$ cat src/rtl/core/chf_pkg.sv
`timescale 1ns / 1ps
package chf_pkg;

  // stream field widths
  localparam int FIELD_BITS = 32;
  localparam int INT_BITS   = 4;

  // request kinds carried on in_tuser
  localparam logic REQ_LOAD  = 1'b0;
  localparam logic REQ_FETCH = 1'b1;

  typedef enum logic [3:0] {
    ST_LOAD,
    ST_J_START,
    ST_K_LOOP,
    ST_D_RD,
    ST_D_WAIT,
    ST_D_CALC,
    ST_PIVOT,
    ST_UNIT,
    ST_WB,
    ST_READY,
    ST_FOUT
  } state_t;

  // controller -> datapath
  typedef struct packed {
    logic mem_we;
    logic wsel_unit;
    logic rd_en;
    logic mac_v;
    logic acc_clr;
    logic d_calc;
    logic start_sqrt;
    logic start_div;
    logic out_load;
    logic out_zero;
    logic out_one;
    logic out_fail;
    logic out_last;
  } cmd_t;

  // datapath -> controller
  typedef struct packed {
    logic d_le0;
    logic unit_done;
    logic out_free;
  } sts_t;

endpackage

$ cat src/rtl/core/chf_ctrl.sv
`timescale 1ns / 1ps
module chf_ctrl
  import chf_pkg::*;
#(
  parameter int MAX_DIM = 48,
  parameter int AW      = 12,
  parameter int DW      = 6,
  parameter int CW      = 12
) (
  input  logic          clk,
  input  logic          rst_n,
  input  logic          in_tvalid,
  output logic          in_tready,
  input  logic          in_kind,
  input  logic          cfg_wr_en,
  input  logic [5:0]    cfg_wr_data,
  input  sts_t          sts,
  output cmd_t          cmd,
  output logic [AW-1:0] waddr,
  output logic [AW-1:0] raddr_a,
  output logic [AW-1:0] raddr_b
);

  localparam int DIM_RST = (48 > MAX_DIM) ? MAX_DIM : 48;

  state_t        state_r, state_nxt;
  logic [DW-1:0] n_r, n_nxt, i_r, i_nxt, j_r, j_nxt, k_r, k_nxt;
  logic [DW-1:0] fi_r, fi_nxt, fj_r, fj_nxt, cfg_n;
  logic [CW-1:0] total_r, total_nxt, ld_r, ld_nxt;
  logic [AW-1:0] fcnt_r, fcnt_nxt, bi_r, bi_nxt, bj_r, bj_nxt;
  logic          fail_r, fail_nxt, in_fire;
  logic [6:0]    cfg_w;

  assign in_fire = in_tvalid && in_tready;
  assign cfg_w   = {1'b0, cfg_wr_data};
  assign cfg_n   = (cfg_w == 7'd0) ? DW'(1) : (cfg_w > 7'(MAX_DIM)) ? DW'(MAX_DIM)
                                                                    : DW'(cfg_w);

  always_ff @(posedge clk) begin
    if (!rst_n) begin
      state_r <= ST_LOAD;
      n_r     <= DW'(DIM_RST);
      total_r <= CW'(DIM_RST * DIM_RST);
      ld_r    <= '0;
      fcnt_r  <= '0;
      fi_r    <= '0;
      fj_r    <= '0;
      i_r     <= '0;
      j_r     <= '0;
      k_r     <= '0;
      bi_r    <= '0;
      bj_r    <= '0;
      fail_r  <= 1'b0;
    end else begin
      state_r <= state_nxt;
      n_r     <= n_nxt;
      total_r <= total_nxt;
      ld_r    <= ld_nxt;
      fcnt_r  <= fcnt_nxt;
      fi_r    <= fi_nxt;
      fj_r    <= fj_nxt;
      i_r     <= i_nxt;
      j_r     <= j_nxt;
      k_r     <= k_nxt;
      bi_r    <= bi_nxt;
      bj_r    <= bj_nxt;
      fail_r  <= fail_nxt;
    end
  end

  // next state and commands
  always_comb begin
    state_nxt = state_r;
    n_nxt     = n_r;
    total_nxt = total_r;
    ld_nxt    = ld_r;
    fcnt_nxt  = fcnt_r;
    fi_nxt    = fi_r;
    fj_nxt    = fj_r;
    i_nxt     = i_r;
    j_nxt     = j_r;
    k_nxt     = k_r;
    bi_nxt    = bi_r;
    bj_nxt    = bj_r;
    fail_nxt  = fail_r;
    cmd       = '0;
    cmd.out_fail = fail_r;
    in_tready = 1'b0;
    waddr     = AW'(ld_r);
    raddr_a   = '0;
    raddr_b   = '0;

    case (state_r)
      ST_LOAD: begin
        in_tready = 1'b1;
        if (in_fire && (in_kind == REQ_LOAD)) begin
          cmd.mem_we = 1'b1;
          if (ld_r == '0) begin
            fail_nxt = 1'b0;
          end
          if (ld_r + CW'(1) >= total_r) begin
            ld_nxt    = '0;
            i_nxt     = '0;
            j_nxt     = '0;
            bi_nxt    = '0;
            bj_nxt    = '0;
            state_nxt = ST_J_START;
          end else begin
            ld_nxt = ld_r + CW'(1);
          end
        end
      end

      ST_J_START: begin
        cmd.acc_clr = 1'b1;
        k_nxt       = '0;
        state_nxt   = (j_r == '0) ? ST_D_RD : ST_K_LOOP;
      end

      // one product issued per cycle
      ST_K_LOOP: begin
        cmd.rd_en = 1'b1;
        cmd.mac_v = 1'b1;
        raddr_a   = bi_r + AW'(k_r);
        raddr_b   = bj_r + AW'(k_r);
        k_nxt     = k_r + DW'(1);
        if (k_r + DW'(1) == j_r) begin
          state_nxt = ST_D_RD;
        end
      end

      ST_D_RD: begin
        cmd.rd_en = 1'b1;
        raddr_a   = bi_r + AW'(j_r);
        raddr_b   = bj_r + AW'(j_r);
        state_nxt = ST_D_WAIT;
      end

      ST_D_WAIT: begin
        state_nxt = ST_D_CALC;
      end

      ST_D_CALC: begin
        cmd.d_calc = 1'b1;
        state_nxt  = ST_PIVOT;
      end

      ST_PIVOT: begin
        if (i_r == j_r) begin
          if (sts.d_le0) begin
            fail_nxt  = 1'b1;
            fcnt_nxt  = '0;
            fi_nxt    = '0;
            fj_nxt    = '0;
            state_nxt = ST_READY;
          end else begin
            cmd.start_sqrt = 1'b1;
            state_nxt      = ST_UNIT;
          end
        end else begin
          cmd.start_div = 1'b1;
          state_nxt     = ST_UNIT;
        end
      end

      ST_UNIT: begin
        if (sts.unit_done) begin
          state_nxt = ST_WB;
        end
      end

      // write L[i][j] back and step to the next element
      ST_WB: begin
        cmd.mem_we    = 1'b1;
        cmd.wsel_unit = 1'b1;
        waddr         = bi_r + AW'(j_r);
        if (j_r < i_r) begin
          j_nxt     = j_r + DW'(1);
          bj_nxt    = bj_r + AW'(n_r);
          state_nxt = ST_J_START;
        end else if (i_r + DW'(1) < n_r) begin
          i_nxt     = i_r + DW'(1);
          bi_nxt    = bi_r + AW'(n_r);
          j_nxt     = '0;
          bj_nxt    = '0;
          state_nxt = ST_J_START;
        end else begin
          fcnt_nxt  = '0;
          fi_nxt    = '0;
          fj_nxt    = '0;
          state_nxt = ST_READY;
        end
      end

      ST_READY: begin
        in_tready = sts.out_free;
        if (in_fire) begin
          if (in_kind == REQ_LOAD) begin
            cmd.mem_we = 1'b1;
            waddr      = '0;
            fail_nxt   = 1'b0;
            if (total_r == CW'(1)) begin
              ld_nxt    = '0;
              i_nxt     = '0;
              j_nxt     = '0;
              bi_nxt    = '0;
              bj_nxt    = '0;
              state_nxt = ST_J_START;
            end else begin
              ld_nxt    = CW'(1);
              state_nxt = ST_LOAD;
            end
          end else begin
            cmd.rd_en = 1'b1;
            raddr_a   = fcnt_r;
            state_nxt = ST_FOUT;
          end
        end
      end

      ST_FOUT: begin
        cmd.out_load = 1'b1;
        cmd.out_zero = (fj_r > fi_r) || (fail_r && (fi_r != fj_r));
        cmd.out_one  = fail_r && (fi_r == fj_r);
        cmd.out_last = (CW'(fcnt_r) + CW'(1) == total_r);
        if (cmd.out_last) begin
          fcnt_nxt  = '0;
          ld_nxt    = '0;
          state_nxt = ST_LOAD;
        end else begin
          fcnt_nxt  = fcnt_r + AW'(1);
          state_nxt = ST_READY;
          if (fj_r + DW'(1) == n_r) begin
            fj_nxt = '0;
            fi_nxt = fi_r + DW'(1);
          end else begin
            fj_nxt = fj_r + DW'(1);
          end
        end
      end

      default: begin
        state_nxt = ST_LOAD;
      end
    endcase

    // dimension write restarts the block
    if (cfg_wr_en) begin
      n_nxt     = cfg_n;
      total_nxt = CW'(cfg_n) * CW'(cfg_n);
      ld_nxt    = '0;
      fcnt_nxt  = '0;
      fi_nxt    = '0;
      fj_nxt    = '0;
      fail_nxt  = 1'b0;
      state_nxt = ST_LOAD;
    end
  end

`ifndef SYNTHESIS
  a_k_in_range: assert property (@(posedge clk) disable iff (!rst_n)
    (state_r == ST_K_LOOP) |-> (k_r < j_r))
    else $error("inner index ran past column");

  a_fetch_to_out: assert property (@(posedge clk) disable iff (!rst_n)
    (state_r == ST_READY && in_fire && in_kind == REQ_FETCH && !cfg_wr_en)
      |=> (state_r == ST_FOUT))
    else $error("fetch did not reach output stage");

  a_done_in_unit: assert property (@(posedge clk) disable iff (!rst_n)
    sts.unit_done |-> (state_r == ST_UNIT))
    else $error("unit finished outside wait state");

  a_no_in_busy: assert property (@(posedge clk) disable iff (!rst_n)
    (state_r != ST_LOAD && state_r != ST_READY) |-> !in_tready)
    else $error("request taken while factoring");
`endif

endmodule

$ cat config.mk
export PLATFORM = sky130hd
export DESIGN_NAME = chf_ctrl
export DESIGN_NICKNAME = d
export VERILOG_FILES = /design/src/rtl/core/chf_pkg.sv /design/src/rtl/core/chf_ctrl.sv
export SDC_FILE = /design/constraint.sdc
export NUM_CORES = 1
export LEC_CHECK = 0
export BUFFER_PORTS_ARGS = -buffer_cell sky130_fd_sc_hd__buf_4
export CAP_MARGIN = 20
export CORE_ASPECT_RATIO = 0.5
export CORE_MARGIN = 10
export CORE_UTILIZATION = 62
export CTS_CLUSTER_SIZE = 40
export DETAILED_ROUTE_END_ITERATION = 7
export PLACE_DENSITY = 0.83
export SYNTH_ARGS = -nofsm -noshare
export SYNTH_HDL_FRONTEND = slang
export SYNTH_SLANG_ARGS = --single-unit
$ cat constraint.sdc
create_clock -name clk -period 4.79 [get_ports clk]
set_clock_uncertainty 0.05 [all_clocks]
set_input_delay 0.958 -clock clk [delete_from_list [all_inputs] [get_ports clk]]
set_output_delay 0.958 -clock clk [all_outputs]
set_load 0.005 [all_outputs]
Word level (Yosys, flattened, before mapping)
Cells that the tools add are included.

Bits in registers: 101. Input port bits: 14. Output and inout port bits: 50. Logic and storage cells: 186.

$add $sub $neg: 13. Multiply operators: 1. $lt $le $gt $ge: 5. Equality and inequality tests: 34. Multiplexer cells: 94. Bitwise operators: 2. Reductions and logical operators: 24.

Operators with widths (number): 12-bit 2-to-1 mux (23); 12-bit case mux with 3 select lines (5); 6-bit 2-to-1 mux (19); 12-bit by 6-bit adder with 12-bit output (6); 6-bit case mux with 3 select lines (4); 12-bit case mux with 2 select lines (2); 4-bit 2-to-1 mux (11); 4-bit case mux with 11 select lines (1); 2-bit inequality test (second input constant) (16); 6-bit by 1-bit adder with 6-bit output (second input constant) (5); 12-bit by 1-bit adder with 12-bit output (second input constant) (2); 6-bit == test (4); 1-bit 2-to-1 mux (22); 7-bit AND reduction (3); 4-bit by 3-bit == test with 1-bit output (second input constant) (4); 5-bit AND reduction (3); 12-bit by 1-bit == test with 1-bit output (second input constant) (1); 12-bit == test (1); 4-bit == test (second input constant) (3); 12-bit greater-or-equal comparator (1); 12-bit logical NOT (1); 6-bit less-than comparator (2); 6-bit by 6-bit multiplier with 12-bit output (1); 6-bit case mux with 2 select lines (1); 21 further kinds (32).

Logic depth before layout (Yosys ltp)
Gate-level depths: netlist of the first run.

Depth after elaboration: 6. Gate-level depth with buffers: 18. Mapped depth without buffers: 17.

Worst setup path after synthesis of the first run
Ideal clock, no wire load.

Path type: input -> register. From: input cfg_wr_data[5]. To: register total_r[9]. Setup time: 115 ps. Arrival time: 4289 ps. Data required time: 4625 ps. Path slack: 336 ps. Cell stages on the path: 15. Path buffers: 1. Cell sequence: nand2_1 -> clkbuf_1 -> nand3_1 -> fa_1 -> fa_1 -> inv_1 -> fa_1 -> ha_1 -> a21o_1 -> a21oi_1 -> o21ai_0 -> a21oi_1 -> xnor2_1 -> mux2i_1 -> and2_1.

Longest elaborated chain between the ends: 4. Elaborated cells on any way between the ends: 5. Classes of those cells: 1 x mul; 1 x order compare; 2 x mux; 1 x reduce/logical.

RTL lines: start: declaration (RTL line chf_ctrl.sv:16) `input logic [5:0] cfg_wr_data,`; 6-bit greater-than comparator (RTL line chf_ctrl.sv:36) `assign cfg_n = (cfg_w == 7'd0) ? DW'(1) : (cfg_w > 7'(MAX_DIM)) ? DW'(MAX_DIM)`; 6-bit 2-to-1 mux (RTL line chf_ctrl.sv:36); 6-bit 2-to-1 mux * (RTL line chf_ctrl.sv:36); 6-bit by 6-bit multiplier with 12-bit output * (RTL line chf_ctrl.sv:250) `total_nxt = CW'(cfg_n) * CW'(cfg_n);`; end signal: assignment (RTL line chf_ctrl.sv:43) `total_r <= CW'(DIM_RST * DIM_RST);`; end signal: assignment (RTL line chf_ctrl.sv:57) `total_r <= total_nxt;`; end: declaration (RTL line chf_ctrl.sv:29) `logic [CW-1:0] total_r, total_nxt, ld_r, ld_nxt;`.

Mark *: on every way between the ends. The rest lies on a longest branch, timed or not. A chain may end at the register's enable or synchronous reset.

Final worst setup path of the first run
From: register state_r[1]. To: output raddr_b[8].

Longest elaborated chain between the ends: 2. Elaborated cells on any way between the ends: 3. Classes of those cells: 2 x eq/ne; 1 x mux.

RTL lines: start: declaration (RTL line chf_ctrl.sv:26) `state_t state_r, state_nxt;`; start signal: assignment (RTL line chf_ctrl.sv:55) `state_r <= state_nxt;`; 4-bit by 2-bit == test with 1-bit output (RTL line chf_ctrl.sv:93) `case (state_r)`; 12-bit case mux with 2 select lines * (RTL line chf_ctrl.sv:93); end: declaration (RTL line chf_ctrl.sv:21) `output logic [AW-1:0] raddr_b`.

Marked as above.

==> results of run 1 <==
through the flow:
step           utilization [%]  worst slack [ns]  instance area [um2]
2_1_floorplan                -             0.336                 9050
3_3_place_gp              66.5             0.247                 9570
3_5_place_dp              66.5            0.0793                 9570
4_1_cts                   68.9            0.0225                 9920
5_1_grt                   69.0            0.0635                 9930
6_report                  69.0             0.364                 9930
placed cells by master, fill, tap and decap left out, types with 22 or more instances in the layout:
cell and instances:
a21oi_1 74, and3_1 30, buf_4 74, dfxtp_1 99, ha_1 79, inv_1 79, mux2i_1 22, nand2_1 129
nand3_1 52, nor2_1 73, nor3_1 28, o21ai_0 61, o21ai_1 22, xnor2_1 48, xor2_1 25
power breakdown:
part | leakage (nW) | switching, mW | internal [mW]
clock | 0.166 | 0.362 | 0.515
sequential | 0.800 | 0.0266 | 0.836
combinational | 3.31 | 0.154 | 0.115
layer usage:
layer	part of all wire, %	vias to the layer above	wire [um]	global-route usage [%]
met3	8.1	50	2170	4.44
li1	-	4254	-	-
met4	2.4	0	637	8.49
met1	43	4289	11500	33.9
met5	0	-	0	0
met2	47	423	12600	43.8
layout make-up:
type / count / area share, %
multi-input combinational: 938 / 65.3
clock buffer: 9 / 2.27
timing repair buffer: 74 / 5.59
inverter: 83 / 3.14
tap: 198 / 2.49
clock inverter: 7 / 1.25
sequential: 99 / 20.0
sequential cells by signal, summed over array words and instances (netlist names):
register  flops
bi_r         12
bj_r         12
fcnt_r       12
ld_r         12
total_r      10
fi_r          6
fj_r          6
i_r           6
j_r           6
k_r           6
n_r           6
state_r       4
fail_r        1
logic make-up after synthesis:
logic type               Yosys count
multiplexers                      26
AND/OR/NAND/NOR                  440
flip-flops                        99
XOR/XNOR                          76
buffers and inverters            147
AO/OA/AOI/OAI                    304
adder cells (fa/ha/maj)           92
worst max-delay path by stage:
stage	slack, ns	end	depth (start not counted)
2_1_floorplan	0.34	total_r[9]	15
3_3_place_gp	0.25	total_r[9]	15
3_5_place_dp	0.08	total_r[10]	15
4_1_cts	0.02	raddr_b[8]	15
5_1_grt	0.06	j_r[5]	14
6_report	0.36	raddr_b[8]	15
worst register-to-register path, cell delays in order (launching register included):
cell	delay, ns
dfxtp_1	0.49
and3_1	0.22
nand3_1	0.16
or2_2	0.40
nor2_1	0.28
nand3_1	0.14
xnor2_1	0.17
ha_1	0.34
nand4_1	0.10
nor3_1	0.41
a32oi_1	0.18
o21ai_2	0.18
nand4b_4	0.37
or4_1	0.64
a21oi_1	0.18
what timing repair did:
item / in CTS / in global routing
endpoints found under the setup margin: 0 / 7
buffers inserted: 0 / 0
gates resized for setup: 0 / 4
==> summary.txt, run 1 <==
Critical path
  – CP bufs+invs: 2
  – Reg2reg path depth: 14
  – CP max FO: 11
  – Reg-to-reg slack, setup: 0.40 ns
  – Largest stage delay, worst path: 0.38 ns
  – Setup Crit Path Kind: flip-flop to primary output
  – Worst r2r src: ld_r[2]
  – Worst Setup SP: state_r[1]
  – RR Endpoint: j_r[5]
  – Master of the slowest instance on the critical path: fa_1
  – Req. time, crit path: 3.78 ns
  – Crit path capture type: primary output
  – Cell mode on critical path: o21ai_0
  – Critical path arrival: 3.42 ns
  – Crit path cell chain: nor2b_2 > and2b_2 > nand2_4 > o21ai_0 > ha_1 > inv_1 > fa_1 > nor2b_1 > o21ai_0 > a21oi_1 > o21ai_0 > a21oi_1 > xnor2_1 > nor2_1 > buf_4
  – Cell family with most CP delay: compound AO/OA/AOI/OAI gates
  – Worst Setup Start Kind: flip-flop

CTS
  – Post-CTS Hold Buffers: 0
  – Clock-pin slew of the registers on the worst-case setup and hold paths: 0.07 ns
  – Clock Sinks: 99
  – Worst-Skew Late Latency: 0.37 ns
  – CTS Buffer Depth: 2
  – Inserted Clock Buffers: 9
  – Htree depth: 3
  – Root Buffer: clkbuf_16
  – CTS tree: built

Global routing
  – First-pass GRT wire length: 43700 um
  – Pin count of the biggest net entering global routing: 63
  – Gr ovfl total: 0
  – GRT Resource Usage Total: 26.3%
  – Vias in the first global route: 8619
  – Initial antenna violation count: 0

Placed design
  – DPL Wire Length: 20200 um
  – Placed Cells: 1392
  – Number of port buffers: 63
  – GP Congestion: 0.970

Power and ir drop
  – Total power: 2.01 mW
  – Static Leak: 4.27 nW
  – Peak VDD IR: 171 uV
  – Power Dens Cells: 202 nW/um2

Layout
  – Layout area overhead: 9.75%
  – Register Area: 1980 um2
  – Fillcell total: 1208
  – Antenna Diode Count: 0
  – Layout Cells excl Fill: 1408
  – Fraction of layout cells with a size suffix above 1: 10.7%
  – Multi-input gate area: 6480 um2
  – Final net count: 1311

Route
  – Post-route ant nets: 0
  – Drt total wl: 26900 um
  – 1st-iter DRT viols: 845
  – Vias: 9016
  – Routed len/inst: 19.1 um
  – DRT Pass-1 Iters: 7
  – Drt via density: 6.40
  – DRC violations left: 0

Logic synthesis
  – Count leader, synth: nand2_1
  – Synth top area cells: dfxtp_1 (22%), ha_1 (11%), nand2_1 (5.4%)
  – Asr flop ratio synth: 0%
  – Synth top cells by count: nand2_1 (130), dfxtp_1 (99), ha_1 (79), inv_1 (79), a21oi_1 (74)
  – Post-Syn Nets: 1290
  – Average footprint of a synthesized cell: 7.64 um2
  – Mux share of post-synthesis cell area: 2.93%
  – Register area share after synthesis: 21.9%
  – Warnings from Yosys: 0
  – Synth cell types: 90
  – Syn Std Cell Area: 9050 um2
  – Adder-Cell Fraction of Synth Area: 13.8%
  – Share of the synthesized area in the top cell type: 21.9%
  – Post-synthesis xor/xnor area fraction: 7.83%
  – Simple-gate share of the synthesized area: 25.1%
  – EDFF count, synth: 0
  – Synth Flop Type: dfxtp_1
  – Synth Area in Compound Gates: 21.8%
  – Main combinational cell family by area after synthesis: simple AND/OR/NAND/NOR gates
  – Synth area leader: dfxtp_1
  – Mapped Cells: 1184
  – #FFs+latches synth: 99

Min path
  – WHS Path Cells: 2
  – Hold crit path type: flip-flop to flip-flop
  – HP Start: fi_r[4]
  – Hold EP: fi_r[4]

STA
  – Crit share post-route: 92.4%
  – RSZ-0062 raised after global routing: false
  – Final TNS setup: 0 ns
  – Worst slew margin: 31.5%
  – Max Slew Vio Count: 0
  – Final setup violation count: 0
  – Worst hold margin: 0.417 ns
  – Fmax achieved: 226 MHz
  – Final min period: 4.43 ns
  – Worst-Margin Slew: 1.03 ns
  – Final Hold Fails: 0

Die
  – Die area: 20100 um2
  – Boundary Pins: 64
  – Core Box Area: 14400 um2
  – Initial core utilization: 62.9%
  – Die height: 105 um
  – Row count: 31
  – DIE WIDTH: 191 um

Run
  – Max-cap check violation count: 0

Status
  – Status: completed
Power figures use the tool's default switching activity.
==> inputs of run 2 (changes only) <==
==> constraint.sdc (replaced) <==
create_clock -name clk -period 4.79 [get_ports clk]
set_clock_uncertainty 0.05 [all_clocks]
set_input_delay 0 -clock clk [delete_from_list [all_inputs] [get_ports clk]]
set_output_delay 0 -clock clk [all_outputs]
set_load 0.005 [all_outputs]
==> run 2 against run 1 <==
First-iteration DRC count down 2.7%. Via count shrank 0.45%. Sequential power about the same. Fmax rose by 3.2%. Combinational power is essentially flat. Hold slack got worse by 0.41 ns. Non-clock buffer count fell by 2. Register-to-register slack better by 0.10 ns. Cell count shrank 0.14%. Global-route usage decreased by 0.36 points. Clock power down 2%. Critical path depth decreased by 1. Critical path type is now flip-flop to flip-flop.
==> summary.txt, run 2 (synthesis gave the netlist of run 1 again) <==
Run
  – Max-cap check violation count: 0

STA
  – RSZ-0062 raised after global routing: false
  – Fmax achieved: 233 MHz
  – Crit share post-route: 89.6%
  – Final setup margin: 0.500 ns
  – Final TNS setup: 0 ns
  – Final min period: 4.29 ns
  – Final Hold Fails: 0
  – Worst slew margin: 39.1%
  – Max Slew Vio Count: 0
  – Worst hold margin: 0.0116 ns
  – Final setup violation count: 0
  – Worst-Margin Slew: 0.910 ns

Critical path
  – Critical path arrival: 4.52 ns
  – Setup Crit Path Kind: flip-flop to flip-flop
  – Worst r2r src: ld_r[2]
  – Reg-to-reg slack, setup: 0.50 ns
  – Crit path cell chain: and3_1 > nand3_1 > or2_2 > nor2_1 > nand3_1 > xnor2_1 > ha_1 > nand4_1 > nor3_1 > a32oi_1 > o21ai_2 > nand4b_4 > or4_1 > a21oi_1
  – CP max FO: 19
  – Crit path capture type: flip-flop
  – Master of the slowest instance on the critical path: or4_1
  – Req. time, crit path: 5.02 ns
  – Worst Setup SP: ld_r[2]
  – Reg2reg path depth: 14
  – RR Endpoint: j_r[5]
  – CP endpoint: j_r[5]
  – Worst Setup Start Kind: flip-flop
  – Cell mode on critical path: nand3_1
  – Largest stage delay, worst path: 0.59 ns

Min path
  – WHS Path Cells: 4
  – Hold crit path type: input port to flip-flop

Layout
  – Fraction of layout cells with a size suffix above 1: 9.93%
  – Fillcell total: 1187
  – Layout area overhead: 9.46%
  – Layout Cells excl Fill: 1406
  – Final net count: 1309
  – Multi-input gate area: 6470 um2
  – Commonest non-fill, non-tap cell in the layout: nand2_1
  – Register Area: 1980 um2
  – Most frequent cells in the layout: nand2_1 (130), dfxtp_1 (99), inv_1 (79), ha_1 (79), a21oi_1 (74)
  – Antenna Diode Count: 0

Die
  – Core Box Area: 14400 um2
  – Boundary Pins: 64
  – Die area: 20100 um2
  – Row count: 31
  – Die height: 105 um
  – Initial core utilization: 62.9%
  – DIE WIDTH: 191 um

CTS
  – Inserted Clock Buffers: 9
  – Post_cts resized: 0
  – Clock Sinks: 99
  – Root Buffer: clkbuf_16
  – CTS tree: built
  – Worst-Skew Late Latency: 0.36 ns
  – CTS Buffer Depth: 2
  – Htree depth: 3
  – Post-CTS Hold Buffers: 4
  – Clock-pin slew of the registers on the worst-case setup and hold paths: 0.08 ns
  – Post-CTS Setup Bufs: 0

Placed design
  – DPL Wire Length: 20100 um
  – Placed Cells: 1386
  – Dpl ws: 0.646 ns
  – Number of port buffers: 63
  – GP Congestion: 1.01

Route
  – Drt via density: 6.38
  – Post-route ant nets: 0
  – DRT Pass-1 Iters: 6
  – Vias: 8975
  – Drt total wl: 26600 um
  – Routed len/inst: 18.9 um
  – DRC violations left: 0
  – 1st-iter DRT viols: 822

Global routing
  – First-pass GRT wire length: 43200 um
  – GRT Resource Usage Total: 25.9%
  – Gr ovfl total: 0
  – Initial antenna violation count: 0
  – Pin count of the biggest net entering global routing: 64
  – Vias in the first global route: 8562

Power and ir drop
  – Comb power frac: 13.4%
  – Switching share of total power: 26.6%
  – Peak VDD IR: 182 uV
  – Clk pwr share: 43.3%
  – Seq pwr share: 43.3%
  – Static Leak: 4.24 nW
  – Int Power: 1.46 mW
  – Switching power: 0.528 mW
  – Power Dens Cells: 201 nW/um2
  – Total power: 1.99 mW

Status
  – Status: completed
==> run 2: metal layers <==
metal / global-route usage [%] / routed length (um)
met1: 33.0 / 11200
met2: 42.9 / 12300
met3: 5.53 / 2390
met4: 8.32 / 707
met5: 0 / 0
==> run 2: worst max-delay path, delay by kind of cell (launching register included) <==
| kind | cells | cell delay (ns) |
|---|---|---|
| flops | 1 | 0.49 |
| compound gates | 3 | 0.53 |
| xor+xnor | 1 | 0.17 |
| simple gates | 9 | 2.65 |
| fa+ha+maj | 1 | 0.34 |
==> run 2: power by group through the flow <==
stage | Clock (mW) | Sequential (mW) | Combinational [mW]
final | 0.861 | 0.861 | 0.267
after global placement | 0 | 0.879 | 0.251
after floorplan | 0 | 0.868 | 0.200
after global routing | 0.893 | 0.862 | 0.303
after detailed placement | 0 | 0.880 | 0.259
after CTS | 0.858 | 0.860 | 0.265
==> run 2: layout make-up <==
cell class / count / share of cell area (%)
multi-input cells: 938 / 65.4
flip-flops and latches: 99 / 20.0
repair buffers: 72 / 5.56
inverters: 83 / 3.15
well taps: 198 / 2.50
clock buffers: 9 / 2.27
clock inverters: 7 / 1.15
==> run 2: worst min-delay path by stage <==
stage	start	to
after floorplan	sts[0]	in_tready
after global placement	cfg_wr_data[4]	n_r[4]
after detailed placement	cfg_wr_data[4]	n_r[4]
after CTS	cfg_wr_data[1]	n_r[1]
after global routing	cfg_wr_en	n_r[5]
final	cfg_wr_data[1]	n_r[1]
==> run 2: metrics by stage <==
stage / cell area, um2 / utilization, %
final: 9900 / 68.8
after global routing: 9900 / 68.8
after CTS: 9900 / 68.8
after floorplan: 9050 / -
after global placement: 9520 / 66.2
after detailed placement: 9520 / 66.2
==> inputs of run 3 (changes only) <==
Settings changed: MAX_ROUTING_LAYER set to met4, SLEW_MARGIN set to 20.
==> run 3 against run 2 <==
Non-clock buffer count fell by 1. Count of clock-buffer cells in the layout rose by 2. Hold slack barely moved. Die area did not move. Clock power rose by 3.3%. Flip-flop and latch count did not move. Largest power group is now clock. Register-to-register slack got worse by 0.07 ns. Sequential power barely moved. Utilization rose by 0.078 points. Wire length rose by 0.31%. Combinational power barely moved.
==> summary.txt, run 3 (synthesis gave the netlist of run 1 again) <==
Status
  – Status: completed

Critical path
  – Crit path cell chain: and3_1 > nand3_1 > or2_2 > nor2_1 > nand3_1 > xnor2_1 > ha_1 > and4_1 > a221oi_2 > nand4_1 > a211oi_2 > a32oi_1 > o31ai_1
  – CP max FO: 8
  – Worst Setup Start Kind: flip-flop
  – Cell mode on critical path: nand3_1
  – Master of the slowest instance on the critical path: a211oi_2
  – Crit path capture type: flip-flop
  – Largest stage delay, worst path: 0.62 ns
  – Setup Crit Path Kind: flip-flop to flip-flop
  – Req. time, crit path: 5.00 ns
  – CP bufs+invs: 0
  – Critical path arrival: 4.57 ns
  – Cell family with most CP delay: simple AND/OR/NAND/NOR gates

Global routing
  – Pin count of the biggest net entering global routing: 64
  – GRT Resource Usage Total: 26.6%
  – Gr ovfl total: 0
  – Vias in the first global route: 8529
  – Initial antenna violation count: 0
  – First-pass GRT wire length: 42800 um

Power and ir drop
  – Static Leak: 4.25 nW
  – Power Dens Cells: 203 nW/um2
  – Peak VDD IR: 198 uV
  – Total power: 2.02 mW

CTS
  – Worst-Skew Late Latency: 0.36 ns
  – Post-CTS Setup Bufs: 0
  – CTS tree: built
  – Root Buffer: clkbuf_16
  – Post_cts resized: 0
  – Post-CTS Hold Buffers: 3
  – Clock-pin slew of the registers on the worst-case setup and hold paths: 0.07 ns
  – CTS Buffer Depth: 2
  – Clock Sinks: 99
  – Inserted Clock Buffers: 9
  – Htree depth: 3

Run
  – Max-cap check violation count: 0

Layout
  – Final Cell Area: 9910 um2
  – Post-layout util: 68.9%
  – Layout area overhead: 9.58%
  – Final net count: 1308
  – Layout Cells excl Fill: 1405
  – Fraction of layout cells with a size suffix above 1: 9.94%
  – Antenna Diode Count: 0
  – Most frequent cells in the layout: nand2_1 (130), dfxtp_1 (99), inv_1 (79), ha_1 (79), a21oi_1 (74)
  – Commonest non-fill, non-tap cell in the layout: nand2_1

STA
  – Final Hold Fails: 0
  – Final setup violation count: 0
  – Max Slew Vio Count: 0
  – Crit share post-route: 91.0%
  – Final TNS setup: 0 ns
  – RSZ-0062 raised after global routing: false
  – Fmax achieved: 229 MHz
  – Worst slew margin: 37.8%
  – Final min period: 4.36 ns
  – Worst-Margin Slew: 0.933 ns

Die
  – Row count: 31
  – Die height: 105 um
  – Boundary Pins: 64
  – Initial core utilization: 62.9%
  – DIE WIDTH: 191 um
  – Core Box Area: 14400 um2
  – Die area: 20100 um2

Placed design
  – GP Congestion: 1.00
  – DPL Wire Length: 20300 um
  – Post-DP Area: 9520 um2
  – Placed Cells: 1386
  – Number of port buffers: 63

Route
  – Routed len/inst: 19.0 um
  – Drt total wl: 26600 um
  – DRC violations left: 0
  – Drt via density: 6.35
  – 1st-iter DRT viols: 734
  – Post-route ant nets: 0
  – Vias: 8923
  – DRT Pass-1 Iters: 7

Min path
  – Hold crit path type: input port to flip-flop
## run 3: power breakdown
group	switching, mW	internal [mW]
Combinational	0.152	0.114
Sequential	0.0263	0.836
Clock	0.347	0.543
## run 3: layout make-up
type                       count  area [um2]
clock buffer                  11         253
clock inverter                 5         108
fill                        1202        4480
inverter                      83         312
multi-input combinational    938        6470
sequential                    99        1980
tap                          198         248
timing repair buffer          71         541
## run 3: worst paths after layout
kind | start | end | slack (ns) | depth (start not counted)
worst max-delay path | ld_r[2] | ld_r[2] | 0.43 | 13
worst min-delay path | cfg_wr_data[1] | n_r[1] | 0.01 | 4
worst max register to register | ld_r[2] | ld_r[2] | 0.43 | 13
worst min register to register | fi_r[5] | fi_r[5] | 0.42 | 2
## run 3: metrics by stage
step,setup slack (ns),hold slack [ns]
floorplan,1.23,0.0395
global placement,0.788,0.240
detailed placement,0.624,0.255
CTS,0.516,0.000741
global route,0.122,0.0216
finish,0.431,0.0112
## run 3: per-layer routing
metal	GRT usage [%]	vias up	share of wire, %
met1	33.2	4248	43
li1	-	4249	-
met4	8.66	0	2.6
met5	-	-	0
met3	5.03	52	8.0
met2	42.7	374	46
## run 3: tightest hold or removal path, delay by kind of cell
kind,cells,cell delay (ns)
simple gates,2,0.20
compound gates,1,0.07
buf+inv,1,0.12
